[src/rtl/htm_pkg.sv]
// shared widths, constants, codes and channel payload types of the header telemetry monitor
package htm_pkg;

  localparam int MASK_W         = 8;
  localparam int SOURCE_W       = 4;
  localparam int WORD_W         = 32;
  localparam int SLOT_W         = 3;
  localparam int BYTE_W         = 8;
  localparam int DATUM_W        = 28;
  localparam int COUNT_W        = 32;
  localparam int SUM_W          = DATUM_W + COUNT_W;
  localparam int MEAN_FRAC_BITS = 8;
  localparam int MEAN_W         = DATUM_W + MEAN_FRAC_BITS;
  localparam int DIVD_W         = SUM_W + MEAN_FRAC_BITS;
  localparam int ITER_W         = $clog2(MEAN_W + 1);
  localparam int NUM_CH         = 3;
  localparam int CH_W           = 2;
  localparam int TEMP_W         = 16;

  // temperature field sits in bits 15..6 of the datum
  localparam int TEMP_LO        = 6;
  localparam int TEMP_HI        = 15;
  localparam int TEMP_PROD_W    = 27;
  localparam int TEMP_SCALE     = 100795;
  localparam int TEMP_ROUND     = 1024;
  localparam int TEMP_SHIFT     = 11;
  localparam int TEMP_OFFSET    = 27315;

  localparam logic [SLOT_W-1:0] SLOT_STATUS = 3'd0;
  localparam logic [SLOT_W-1:0] SLOT_GPS    = 3'd1;
  localparam logic [SLOT_W-1:0] SLOT_MASER  = 3'd2;
  localparam logic [SLOT_W-1:0] SLOT_TE     = 3'd3;
  localparam logic [SLOT_W-1:0] SLOT_TEMP   = 3'd4;

  typedef enum logic [2:0] {
    KIND_NONE   = 3'd0,
    KIND_STATUS = 3'd1,
    KIND_GPS    = 3'd2,
    KIND_MASER  = 3'd3,
    KIND_TE     = 3'd4,
    KIND_TEMP   = 3'd5
  } kind_t;

  typedef struct packed {
    logic [SOURCE_W-1:0] source_id;
    logic [WORD_W-1:0]   status_word;
    logic [SLOT_W-1:0]   frame_slot;
  } in_item_t;

  typedef struct packed {
    kind_t                     word_kind;
    logic                      status_changed;
    logic [BYTE_W-1:0]         personality;
    logic [BYTE_W-1:0]         sticky_flags;
    logic [COUNT_W-1:0]        sample_count;
    logic [MEAN_W-1:0]         mean_fixed;
    logic [DATUM_W-1:0]        deviation;
    logic [DATUM_W-1:0]        max_deviation;
    logic signed [TEMP_W-1:0]  temperature_centi;
  } out_item_t;

endpackage

[src/rtl/htm_in_if.sv]
// valid/ready channel carrying one header word item
interface htm_in_if;
  import htm_pkg::*;

  logic     valid;
  logic     ready;
  in_item_t data;

  modport source (output valid, output data, input ready);
  modport sink (input valid, input data, output ready);
endinterface

[src/rtl/htm_out_if.sv]
// valid/ready channel carrying one telemetry result item
interface htm_out_if;
  import htm_pkg::*;

  logic      valid;
  logic      ready;
  out_item_t data;

  modport source (output valid, output data, input ready);
  modport sink (input valid, input data, output ready);
endinterface

[src/rtl/header_telemetry_monitor.sv]
// header telemetry monitor: decodes header words and keeps offset channel statistics
//
// Usage: each transfer on in_ch carries one extended-header word, its frame
// slot and a source id; each input gives exactly one transfer on out_ch.
// cfg_we/cfg_wdata load the 8-bit ignore mask; write it only while idle.
// in_ch.ready is high only while the sequencer is idle, so one word is
// worked at a time.
// Status, ignored and unused slots go straight to the output step;
// temperature passes through a conversion step first. The GPS, maser and
// TE offset slots pass the accumulate, multiply and difference steps and
// then the shared restoring divider, which runs 28 steps for the deviation
// and 36 steps for the mean, one quotient bit a cycle, before the output
// step. A new word is taken only once the last one has left the sequence.
// The result sits in an output register, so the next word is taken while
// it waits; a stalled receiver holds the block in its final step until the
// register frees.
// Reset (synchronous, active low) clears the mask, all channel counts,
// sums and maxima, the held status, flags, personality and temperature.
module header_telemetry_monitor (
  input  logic                       clk,
  input  logic                       rst_n,
  input  logic                       cfg_we,
  input  logic [htm_pkg::MASK_W-1:0] cfg_wdata,
  htm_in_if.sink                     in_ch,
  htm_out_if.source                  out_ch
);
  import htm_pkg::*;

  typedef enum logic [8:0] {
    S_IDLE    = 9'b000000001,
    S_ACC     = 9'b000000010,
    S_MUL     = 9'b000000100,
    S_DIFF    = 9'b000001000,
    S_DEV     = 9'b000010000,
    S_DEVDONE = 9'b000100000,
    S_MEAN    = 9'b001000000,
    S_TEMP    = 9'b010000000,
    S_OUT     = 9'b100000000
  } state_t;

  state_t                   state_r, state_nxt;
  logic [MASK_W-1:0]        mask_r, mask_nxt;
  logic [WORD_W-1:0]        word_r, word_nxt;
  logic [CH_W-1:0]          ch_r, ch_nxt;
  kind_t                    kind_r, kind_nxt;
  logic                     chg_r, chg_nxt;
  logic [WORD_W-1:0]        prev_status_r, prev_status_nxt;
  logic [BYTE_W-1:0]        pers_r, pers_nxt;
  logic [BYTE_W-1:0]        flags_r, flags_nxt;
  logic signed [TEMP_W-1:0] temp_r, temp_nxt;
  logic [COUNT_W-1:0]       cnt_r [NUM_CH];
  logic [COUNT_W-1:0]       cnt_nxt [NUM_CH];
  logic [SUM_W-1:0]         sum_r [NUM_CH];
  logic [SUM_W-1:0]         sum_nxt [NUM_CH];
  logic [DATUM_W-1:0]       maxdev_r [NUM_CH];
  logic [DATUM_W-1:0]       maxdev_nxt [NUM_CH];
  logic [COUNT_W-1:0]       cnt_w_r, cnt_w_nxt;
  logic [SUM_W-1:0]         sum_w_r, sum_w_nxt;
  logic [SUM_W-1:0]         prod_r, prod_nxt;
  logic [COUNT_W-1:0]       rem_r, rem_nxt;
  logic [DIVD_W-1:0]        quo_r, quo_nxt;
  logic [ITER_W-1:0]        iter_r, iter_nxt;
  logic [DATUM_W-1:0]       dev_r, dev_nxt;
  logic                     out_valid_r, out_valid_nxt;
  out_item_t                out_data_r, out_data_nxt;

  logic                     in_fire;
  logic [DATUM_W-1:0]       datum;
  logic [SUM_W-1:0]         mul_res;
  logic [SUM_W-1:0]         diff;
  logic [DIVD_W-1:0]        mean_divd;
  logic [COUNT_W:0]         trial;
  logic [COUNT_W:0]         trial_sub;
  logic                     trial_ge;
  logic [COUNT_W-1:0]       rem_step;
  logic [DIVD_W-1:0]        quo_step;
  logic [TEMP_PROD_W-1:0]   temp_prod;
  logic [TEMP_PROD_W-1:0]   temp_sum;
  logic [TEMP_W-1:0]        temp_k;
  logic                     is_chan;

  assign in_ch.ready  = (state_r == S_IDLE);
  assign in_fire      = in_ch.valid && in_ch.ready;
  assign out_ch.valid = out_valid_r;
  assign out_ch.data  = out_data_r;

  assign datum     = word_r[DATUM_W-1:0];
  assign mul_res   = datum * cnt_w_r;
  assign diff      = (prod_r >= sum_w_r) ? (prod_r - sum_w_r) : (sum_w_r - prod_r);
  assign mean_divd = {sum_w_r, {MEAN_FRAC_BITS{1'b0}}};

  // one restoring step of the shared divider, divisor is the channel count
  assign trial     = {rem_r, quo_r[DIVD_W-1]};
  assign trial_sub = trial - {1'b0, cnt_w_r};
  assign trial_ge  = (trial >= {1'b0, cnt_w_r});
  assign rem_step  = trial_ge ? trial_sub[COUNT_W-1:0] : trial[COUNT_W-1:0];
  assign quo_step  = {quo_r[DIVD_W-2:0], trial_ge};

  assign temp_prod = TEMP_PROD_W'(word_r[TEMP_HI:TEMP_LO]) * TEMP_PROD_W'(TEMP_SCALE);
  assign temp_sum  = temp_prod + TEMP_PROD_W'(TEMP_ROUND);
  assign temp_k    = temp_sum[TEMP_SHIFT +: TEMP_W];

  assign is_chan = (kind_r == KIND_GPS) || (kind_r == KIND_MASER) || (kind_r == KIND_TE);

  always_comb begin
    state_nxt       = state_r;
    mask_nxt        = mask_r;
    word_nxt        = word_r;
    ch_nxt          = ch_r;
    kind_nxt        = kind_r;
    chg_nxt         = chg_r;
    prev_status_nxt = prev_status_r;
    pers_nxt        = pers_r;
    flags_nxt       = flags_r;
    temp_nxt        = temp_r;
    cnt_nxt         = cnt_r;
    sum_nxt         = sum_r;
    maxdev_nxt      = maxdev_r;
    cnt_w_nxt       = cnt_w_r;
    sum_w_nxt       = sum_w_r;
    prod_nxt        = prod_r;
    rem_nxt         = rem_r;
    quo_nxt         = quo_r;
    iter_nxt        = iter_r;
    dev_nxt         = dev_r;
    out_valid_nxt   = out_valid_r && !out_ch.ready;
    out_data_nxt    = out_data_r;

    if (cfg_we) begin
      mask_nxt = cfg_wdata;
    end

    case (state_r)
      S_IDLE: begin
        if (in_fire) begin
          word_nxt  = in_ch.data.status_word;
          ch_nxt    = in_ch.data.frame_slot[CH_W-1:0] - CH_W'(1);
          chg_nxt   = 1'b0;
          kind_nxt  = KIND_NONE;
          state_nxt = S_OUT;
          if (!mask_r[in_ch.data.frame_slot]) begin
            case (in_ch.data.frame_slot)
              SLOT_STATUS: begin
                kind_nxt  = KIND_STATUS;
                pers_nxt  = in_ch.data.status_word[WORD_W-1 -: BYTE_W];
                flags_nxt = flags_r | in_ch.data.status_word[BYTE_W-1:0];
                if (in_ch.data.status_word != prev_status_r) begin
                  prev_status_nxt = in_ch.data.status_word;
                  chg_nxt         = 1'b1;
                end
              end
              SLOT_GPS: begin
                kind_nxt  = KIND_GPS;
                state_nxt = S_ACC;
              end
              SLOT_MASER: begin
                kind_nxt  = KIND_MASER;
                state_nxt = S_ACC;
              end
              SLOT_TE: begin
                kind_nxt  = KIND_TE;
                state_nxt = S_ACC;
              end
              SLOT_TEMP: begin
                kind_nxt  = KIND_TEMP;
                state_nxt = S_TEMP;
              end
              default: begin
                kind_nxt = KIND_NONE;
              end
            endcase
          end
        end
      end
      S_ACC: begin
        // count and sum freeze once the count saturates
        if (cnt_r[ch_r] != {COUNT_W{1'b1}}) begin
          cnt_nxt[ch_r] = cnt_r[ch_r] + COUNT_W'(1);
          sum_nxt[ch_r] = sum_r[ch_r] + SUM_W'(datum);
          cnt_w_nxt     = cnt_r[ch_r] + COUNT_W'(1);
          sum_w_nxt     = sum_r[ch_r] + SUM_W'(datum);
        end else begin
          cnt_w_nxt = cnt_r[ch_r];
          sum_w_nxt = sum_r[ch_r];
        end
        state_nxt = S_MUL;
      end
      S_MUL: begin
        prod_nxt  = mul_res;
        state_nxt = S_DIFF;
      end
      S_DIFF: begin
        // quotient |datum*count - sum| / count fits the datum width
        rem_nxt   = diff[SUM_W-1 -: COUNT_W];
        quo_nxt   = {diff[DATUM_W-1:0], {(DIVD_W - DATUM_W){1'b0}}};
        iter_nxt  = ITER_W'(DATUM_W);
        state_nxt = S_DEV;
      end
      S_DEV: begin
        rem_nxt  = rem_step;
        quo_nxt  = quo_step;
        iter_nxt = iter_r - ITER_W'(1);
        if (iter_r == ITER_W'(1)) begin
          state_nxt = S_DEVDONE;
        end
      end
      S_DEVDONE: begin
        dev_nxt = quo_r[DATUM_W-1:0];
        if (quo_r[DATUM_W-1:0] > maxdev_r[ch_r]) begin
          maxdev_nxt[ch_r] = quo_r[DATUM_W-1:0];
        end
        rem_nxt   = mean_divd[DIVD_W-1 -: COUNT_W];
        quo_nxt   = {mean_divd[MEAN_W-1:0], {COUNT_W{1'b0}}};
        iter_nxt  = ITER_W'(MEAN_W);
        state_nxt = S_MEAN;
      end
      S_MEAN: begin
        rem_nxt  = rem_step;
        quo_nxt  = quo_step;
        iter_nxt = iter_r - ITER_W'(1);
        if (iter_r == ITER_W'(1)) begin
          state_nxt = S_OUT;
        end
      end
      S_TEMP: begin
        temp_nxt  = signed'(temp_k - TEMP_W'(TEMP_OFFSET));
        state_nxt = S_OUT;
      end
      S_OUT: begin
        if (!out_valid_r || out_ch.ready) begin
          out_valid_nxt                  = 1'b1;
          out_data_nxt.word_kind         = kind_r;
          out_data_nxt.status_changed    = chg_r;
          out_data_nxt.personality       = pers_r;
          out_data_nxt.sticky_flags      = flags_r;
          out_data_nxt.temperature_centi = temp_r;
          if (is_chan) begin
            out_data_nxt.sample_count  = cnt_w_r;
            out_data_nxt.mean_fixed    = quo_r[MEAN_W-1:0];
            out_data_nxt.deviation     = dev_r;
            out_data_nxt.max_deviation = maxdev_r[ch_r];
          end else begin
            out_data_nxt.sample_count  = '0;
            out_data_nxt.mean_fixed    = '0;
            out_data_nxt.deviation     = '0;
            out_data_nxt.max_deviation = '0;
          end
          state_nxt = S_IDLE;
        end
      end
      default: begin
        state_nxt = S_IDLE;
      end
    endcase
  end

  always_ff @(posedge clk) begin
    if (!rst_n) begin
      state_r       <= S_IDLE;
      mask_r        <= '0;
      prev_status_r <= '0;
      pers_r        <= '0;
      flags_r       <= '0;
      temp_r        <= '0;
      out_valid_r   <= 1'b0;
      for (int i = 0; i < NUM_CH; i++) begin
        cnt_r[i]    <= '0;
        sum_r[i]    <= '0;
        maxdev_r[i] <= '0;
      end
    end else begin
      state_r       <= state_nxt;
      mask_r        <= mask_nxt;
      prev_status_r <= prev_status_nxt;
      pers_r        <= pers_nxt;
      flags_r       <= flags_nxt;
      temp_r        <= temp_nxt;
      out_valid_r   <= out_valid_nxt;
      cnt_r         <= cnt_nxt;
      sum_r         <= sum_nxt;
      maxdev_r      <= maxdev_nxt;
    end
  end

  always_ff @(posedge clk) begin
    word_r     <= word_nxt;
    ch_r       <= ch_nxt;
    kind_r     <= kind_nxt;
    chg_r      <= chg_nxt;
    cnt_w_r    <= cnt_w_nxt;
    sum_w_r    <= sum_w_nxt;
    prod_r     <= prod_nxt;
    rem_r      <= rem_nxt;
    quo_r      <= quo_nxt;
    iter_r     <= iter_nxt;
    dev_r      <= dev_nxt;
    out_data_r <= out_data_nxt;
  end

  // partial remainder must stay below the divisor for the quotient to be exact
  a_rem_below_div: assert property (@(posedge clk) disable iff (!rst_n)
    (state_r == S_DEV || state_r == S_MEAN) |-> (rem_r < cnt_w_r))
    else $error("divider remainder not below channel count");

  a_out_from_seq: assert property (@(posedge clk) disable iff (!rst_n)
    $rose(out_valid_r) |-> $past(state_r == S_OUT))
    else $error("result raised outside the final step");

  a_dev_le_max: assert property (@(posedge clk) disable iff (!rst_n)
    (out_valid_r && (out_data_r.word_kind == KIND_GPS || out_data_r.word_kind == KIND_MASER ||
     out_data_r.word_kind == KIND_TE)) |->
    (out_data_r.deviation <= out_data_r.max_deviation && out_data_r.sample_count != '0))
    else $error("channel result with deviation above maximum or zero count");

  a_other_zero: assert property (@(posedge clk) disable iff (!rst_n)
    (out_valid_r && !(out_data_r.word_kind == KIND_GPS || out_data_r.word_kind == KIND_MASER ||
     out_data_r.word_kind == KIND_TE)) |->
    (out_data_r.sample_count == '0 && out_data_r.mean_fixed == '0 &&
     out_data_r.deviation == '0 && out_data_r.max_deviation == '0))
    else $error("channel fields set on a non-channel result");

endmodule

[src/flat_wrapper.sv]
// flat-port wrapper written by rule: the top's interface ports become plain ports
module header_telemetry_monitor_flat import htm_pkg::*;
  (clk, rst_n, cfg_we, cfg_wdata, in_ch_valid, in_ch_data, in_ch_ready, out_ch_valid, out_ch_data, out_ch_ready);
  htm_in_if in_ch_i ();
  htm_out_if out_ch_i ();
  input  logic clk;
  input  logic rst_n;
  input  logic cfg_we;
  input  logic [htm_pkg::MASK_W-1:0] cfg_wdata;
  input wire logic [$bits(in_ch_i.valid)-1:0] in_ch_valid;
  input wire logic [$bits(in_ch_i.data)-1:0] in_ch_data;
  output wire logic [$bits(in_ch_i.ready)-1:0] in_ch_ready;
  output wire logic [$bits(out_ch_i.valid)-1:0] out_ch_valid;
  output wire logic [$bits(out_ch_i.data)-1:0] out_ch_data;
  input wire logic [$bits(out_ch_i.ready)-1:0] out_ch_ready;
  assign in_ch_i.valid = in_ch_valid;
  assign in_ch_i.data = in_ch_data;
  assign in_ch_ready = in_ch_i.ready;
  assign out_ch_valid = out_ch_i.valid;
  assign out_ch_data = out_ch_i.data;
  assign out_ch_i.ready = out_ch_ready;
  header_telemetry_monitor u_core (.clk(clk), .rst_n(rst_n), .cfg_we(cfg_we), .cfg_wdata(cfg_wdata), .in_ch(in_ch_i), .out_ch(out_ch_i));
endmodule
[config.mk]
export PLATFORM = sky130hd
export DESIGN_NAME = header_telemetry_monitor_flat
export DESIGN_NICKNAME = d
export VERILOG_FILES = /design/src/rtl/htm_pkg.sv /design/src/rtl/htm_in_if.sv /design/src/rtl/htm_out_if.sv /design/src/rtl/header_telemetry_monitor.sv /design/src/flat_wrapper.sv
export SDC_FILE = /design/constraint.sdc
export NUM_CORES = 2
export LEC_CHECK = 0
export CORE_MARGIN = 2
export CORE_UTILIZATION = 55
export CTS_BUF_LIST = sky130_fd_sc_hd__clkbuf_8
export DETAILED_ROUTE_END_ITERATION = 12
export DONT_BUFFER_PORTS = 1
export PLACE_DENSITY = 0.7
export SLEW_MARGIN = 20
export SYNTH_ARGS = -nofsm -noshare
export SYNTH_HDL_FRONTEND = slang
export SYNTH_SLANG_ARGS = --single-unit
[constraint.sdc]
create_clock -name clk -period 12.78 [get_ports clk]
set_input_delay 1.917 -clock clk [delete_from_list [all_inputs] [get_ports clk]]
set_output_delay 1.917 -clock clk [all_outputs]
set_load 0.005 [all_outputs]
==> results by stage <==
STA:
- The final number of max-transition violations is 0.
- Setup repair after global routing left no endpoint under its margin.
- Setup violations remaining at the end of the flow were counted as 0.
- Headroom to the max-slew limit came out at a little under a quarter.
- Timing would allow up to 0.104 GHz.
- The measured slew at the worst slew-check pin is between 1 and 1.5 ns.
- The final hold violation count is 0.
- The final setup skew is 0.0643 ns.
- For the final routed database, the setup TNS stands at 0 ns.
- Of the available clock period, the critical path in the final layout requires roughly three quarters.
- After layout, the minimum clock period comes to roughly 9.7 ns.

Logic synthesis:
- The number of nets in the synthesized netlist is just over 10000.
- The netlist uses 117 different library cells.
- The count of yosys warnings during synthesis is 0.
- The synthesized netlist cell count is 8786.
- Sequential elements use 28.6% of the synthesized area.
- The adder-cell share of the synthesized area is between 20% and 30%.
- Of the total synthesized cell area, the portion taken by XOR and XNOR cells is under 10%.
- The synthesized netlist occupies a cell area of about 80000 um^2.
- The number of enable-type register cells in the synthesized netlist is 480.
- The portion of synthesized area spent on multiplexers is 3.84%.
- The basic-gate share of the synthesized area counting and, or, nand and nor cells is between 15 and 20%.
- The mean area per synthesized cell is 9.27 um^2.
- Summing the areas of all compound-gate instances in the mapped netlist gives between 10% and 20% of the synthesized area.
- For this run, the leading register cell type out of synthesis is edfxtp_1.
- After synthesis, the largest family of logic cells by area is adder cells.
- The share of synthesized flip-flops with an asynchronous set or reset is 0%.
- After synthesis the netlist holds a flip-flop and latch count of 922.

Global routing:
- The global-route wire length before repair is 375 mm.
- The residual overflow from global routing is 0.
- The number of global-route vias before repair was around 63000.
- The pin count of the biggest net entering global routing is ~450.
- In the global route stage, overall resource usage came out at ~32%.
- The initial antenna violation count was 7.

Setup path:
- The critical path is of the register to register type.
- At the worst endpoint, the arrival time is 10.26 ns.
- The capturing element type of the critical path is a register.
- The peak fanout along the critical path is 18.
- The worst setup path is launched from a register.
- The required time at the endpoint of the critical path is around 13 ns.

Floorplanning:
- The floorplan has 141 rows.
- around 210 I/O pins were placed.
- The die covers between 150000 and 200000 um^2.
- The chip height is a little under 400 um.
- The total area inside the core boundary comes to about 150000 um^2.
- The die is ~390 um wide.
- For this configuration, the core starts out at a cell density of 55.3%.

Routing:
- For this run, design rule violations remaining after detail routing come to 0.
- Summed over all layers, the routed wires come to 244 mm.
- The number of vias per cell after detailed routing is just under 6.
- The first-pass iteration count of the detailed router is 6.
- Once detail routing completed, the nets flagged for antenna violations numbered 0.
- The detailed router placed around 62000 vias in this run.
- The detail-routed net length per standard cell is 22.9 um.
- For this block, the initial DRC count from the detailed router was approximately 5500.

Placement:
- In this run the tool buffered the top-level ports with 0 buffer cells.
- The half-perimeter wire length after detailed placement is 179 mm.
- The weighted congestion at the end of routability-driven global placement is 1.01.
- The count of placed standard cells including taps is between 10000 and 15000.

CTS:
- The post-cts repair resize count is 0.
- The maximum count of clock buffers along a single path is 3.
- Buffers added to address setup during post-CTS repair amount to 0.
- The number of hold buffers added after CTS was 0.
- The register clock-pin slew on the reported worst setup and hold paths is 0.06 ns.
- The CTS tree is built.
- The number of buffers added by the clock tree synthesis step is 157.
- The root buffer cell is clkbuf_8.
- The number of H-tree branching levels is 4.
- Clock tree synthesis found a total of ~920 sinks.
- At the later pin of the worst-skew pair, clock insertion delay measures 0.90 ns.

Final layout:
- Cells with a size suffix above 1 make up ~5.8% of the layout.
- The count of cells in the finished layout, fillers not included, comes to roughly 11000.
- The number of nets in the finished design is between 9000 and 10000.
- The area growth from synthesis to layout is 5.66%.

Min path:
- The class of the worst hold path is register to register.

Status:
- The flow ran to the end, and the final reports show no timing, DRC or antenna violations.

Flow run:
- The max capacitance violation total is 0.
-- worst paths after layout --
kind | from | end | slack (ns) | depth (start not counted)
setup / recovery | u_core.word_r[1] | u_core.prod_r[58] | 3.12 | 27
hold / removal | u_core.temp_r[9] | u_core.out_ch.data[9] | 0.41 | 0
setup reg to reg | u_core.word_r[1] | u_core.prod_r[58] | 3.12 | 27
hold reg to reg | u_core.temp_r[9] | u_core.out_ch.data[9] | 0.41 | 0
-- critical path, cell delays in order, from the launching register on --
cell       delay, ns
edfxtp_1        0.33
buf_4           0.32
clkinv_1        0.95
nor2_1          0.46
fa_1            0.48
fa_1            0.46
fa_1            0.55
inv_1           0.05
fa_1            0.49
inv_1           0.06
fa_1            0.49
fa_1            0.55
inv_1           0.05
fa_1            0.48
inv_1           0.05
ha_1            0.35
nand3_1         0.16
nor4_1          0.26
o22ai_1         0.16
a2111oi_0       0.60
o21ai_0         0.39
a31oi_1         0.46
o2111ai_1       0.22
nand2_1         0.13
nand2_1         0.06
a211oi_1        0.43
a41oi_1         0.21
xnor2_1         0.16
-- area by class of cell --
type | count | area, um^2
Clock inverter | 101 | 584
Fill cell | 12800 | 61300
Sequential cell | 922 | 23300
Tap cell | 1930 | 2410
Inverter | 1200 | 4510
Clock buffer | 189 | 2600
Multi-Input combinational cell | 6196 | 51800
Timing Repair Buffer | 116 | 891
Antenna cell | 5 | 12.5
-- synthesized netlist by cell type, types with 272 or more instances --
library cell / n / area, um^2
inv_1: 1195 / 4490
a21oi_1: 374 / 1870
and2_1: 416 / 2600
dfxtp_1: 442 / 8850
ha_1: 516 / 6460
o21ai_0: 320 / 1600
fa_1: 830 / 16600
edfxtp_1: 480 / 14400
nor2_1: 416 / 1560
mux2i_1: 272 / 2720
clkbuf_1: 354 / 1330
nand2_1: 1214 / 4560
-- flip-flops by register name, summed over array words and instances (netlist names), 60 cells and up --
| name | count |
|---|---|
| u_core.sum_w_r | 60 |
| u_core.prod_r | 60 |
| u_core.cnt_r | 96 |
| u_core.out_ch.data | 160 |
| u_core.maxdev_r | 84 |
| u_core.sum_r | 180 |
| u_core.quo_r | 68 |
-- routing by layer --
layer	track usage, %	vias up	share of wire, %
met5	0	-	0
met4	13.5	0	4.6
li1	-	28200	-
met1	43.5	31100	42
met2	51.0	2383	45
met3	7.44	476	8.6
-- layout by cell type (no fill, tap or decap), types with 107 or more instances in the layout --
cell,Yosys,layout
nor2b_1,253,252
and2_1,416,415
dfxtp_1,442,442
a21o_1,122,122
buf_4,10,115
ha_1,516,516
o21ai_0,320,320
a21boi_0,121,121
xnor2_1,208,208
nor2_1,416,413
clkbuf_8,0,189
mux2i_1,272,271
a21oi_1,374,374
nand2_1,1214,1213
fa_1,830,830
inv_1,1195,1248
xor2_1,107,107
nand3_1,117,117
edfxtp_1,480,480
-- cell families after synthesis --
family	Yosys count
buf+inv	1668
flops	922
compound gates	1468
xor+xnor	317
fa+ha+maj	1346
mux	306
simple gates	2759
-- metrics by stage --
stage | hold WS [ns] | utilization, % | setup WS, ns | area [um^2]
finish | 0.407 | 58.4 | 3.12 | 86000
detailed placement | 0.414 | 56.2 | 3.34 | 82800
global placement | 0.407 | 56.2 | 3.44 | 82800
floorplan | 0.400 | - | 2.99 | 81400
CTS | 0.395 | 58.4 | 3.30 | 86000
global route | 0.416 | 58.4 | 2.73 | 86000
Power is left out: the tool's default activity adds up to more than one toggle a clock period on the data nets, which glitch-free logic cannot reach.
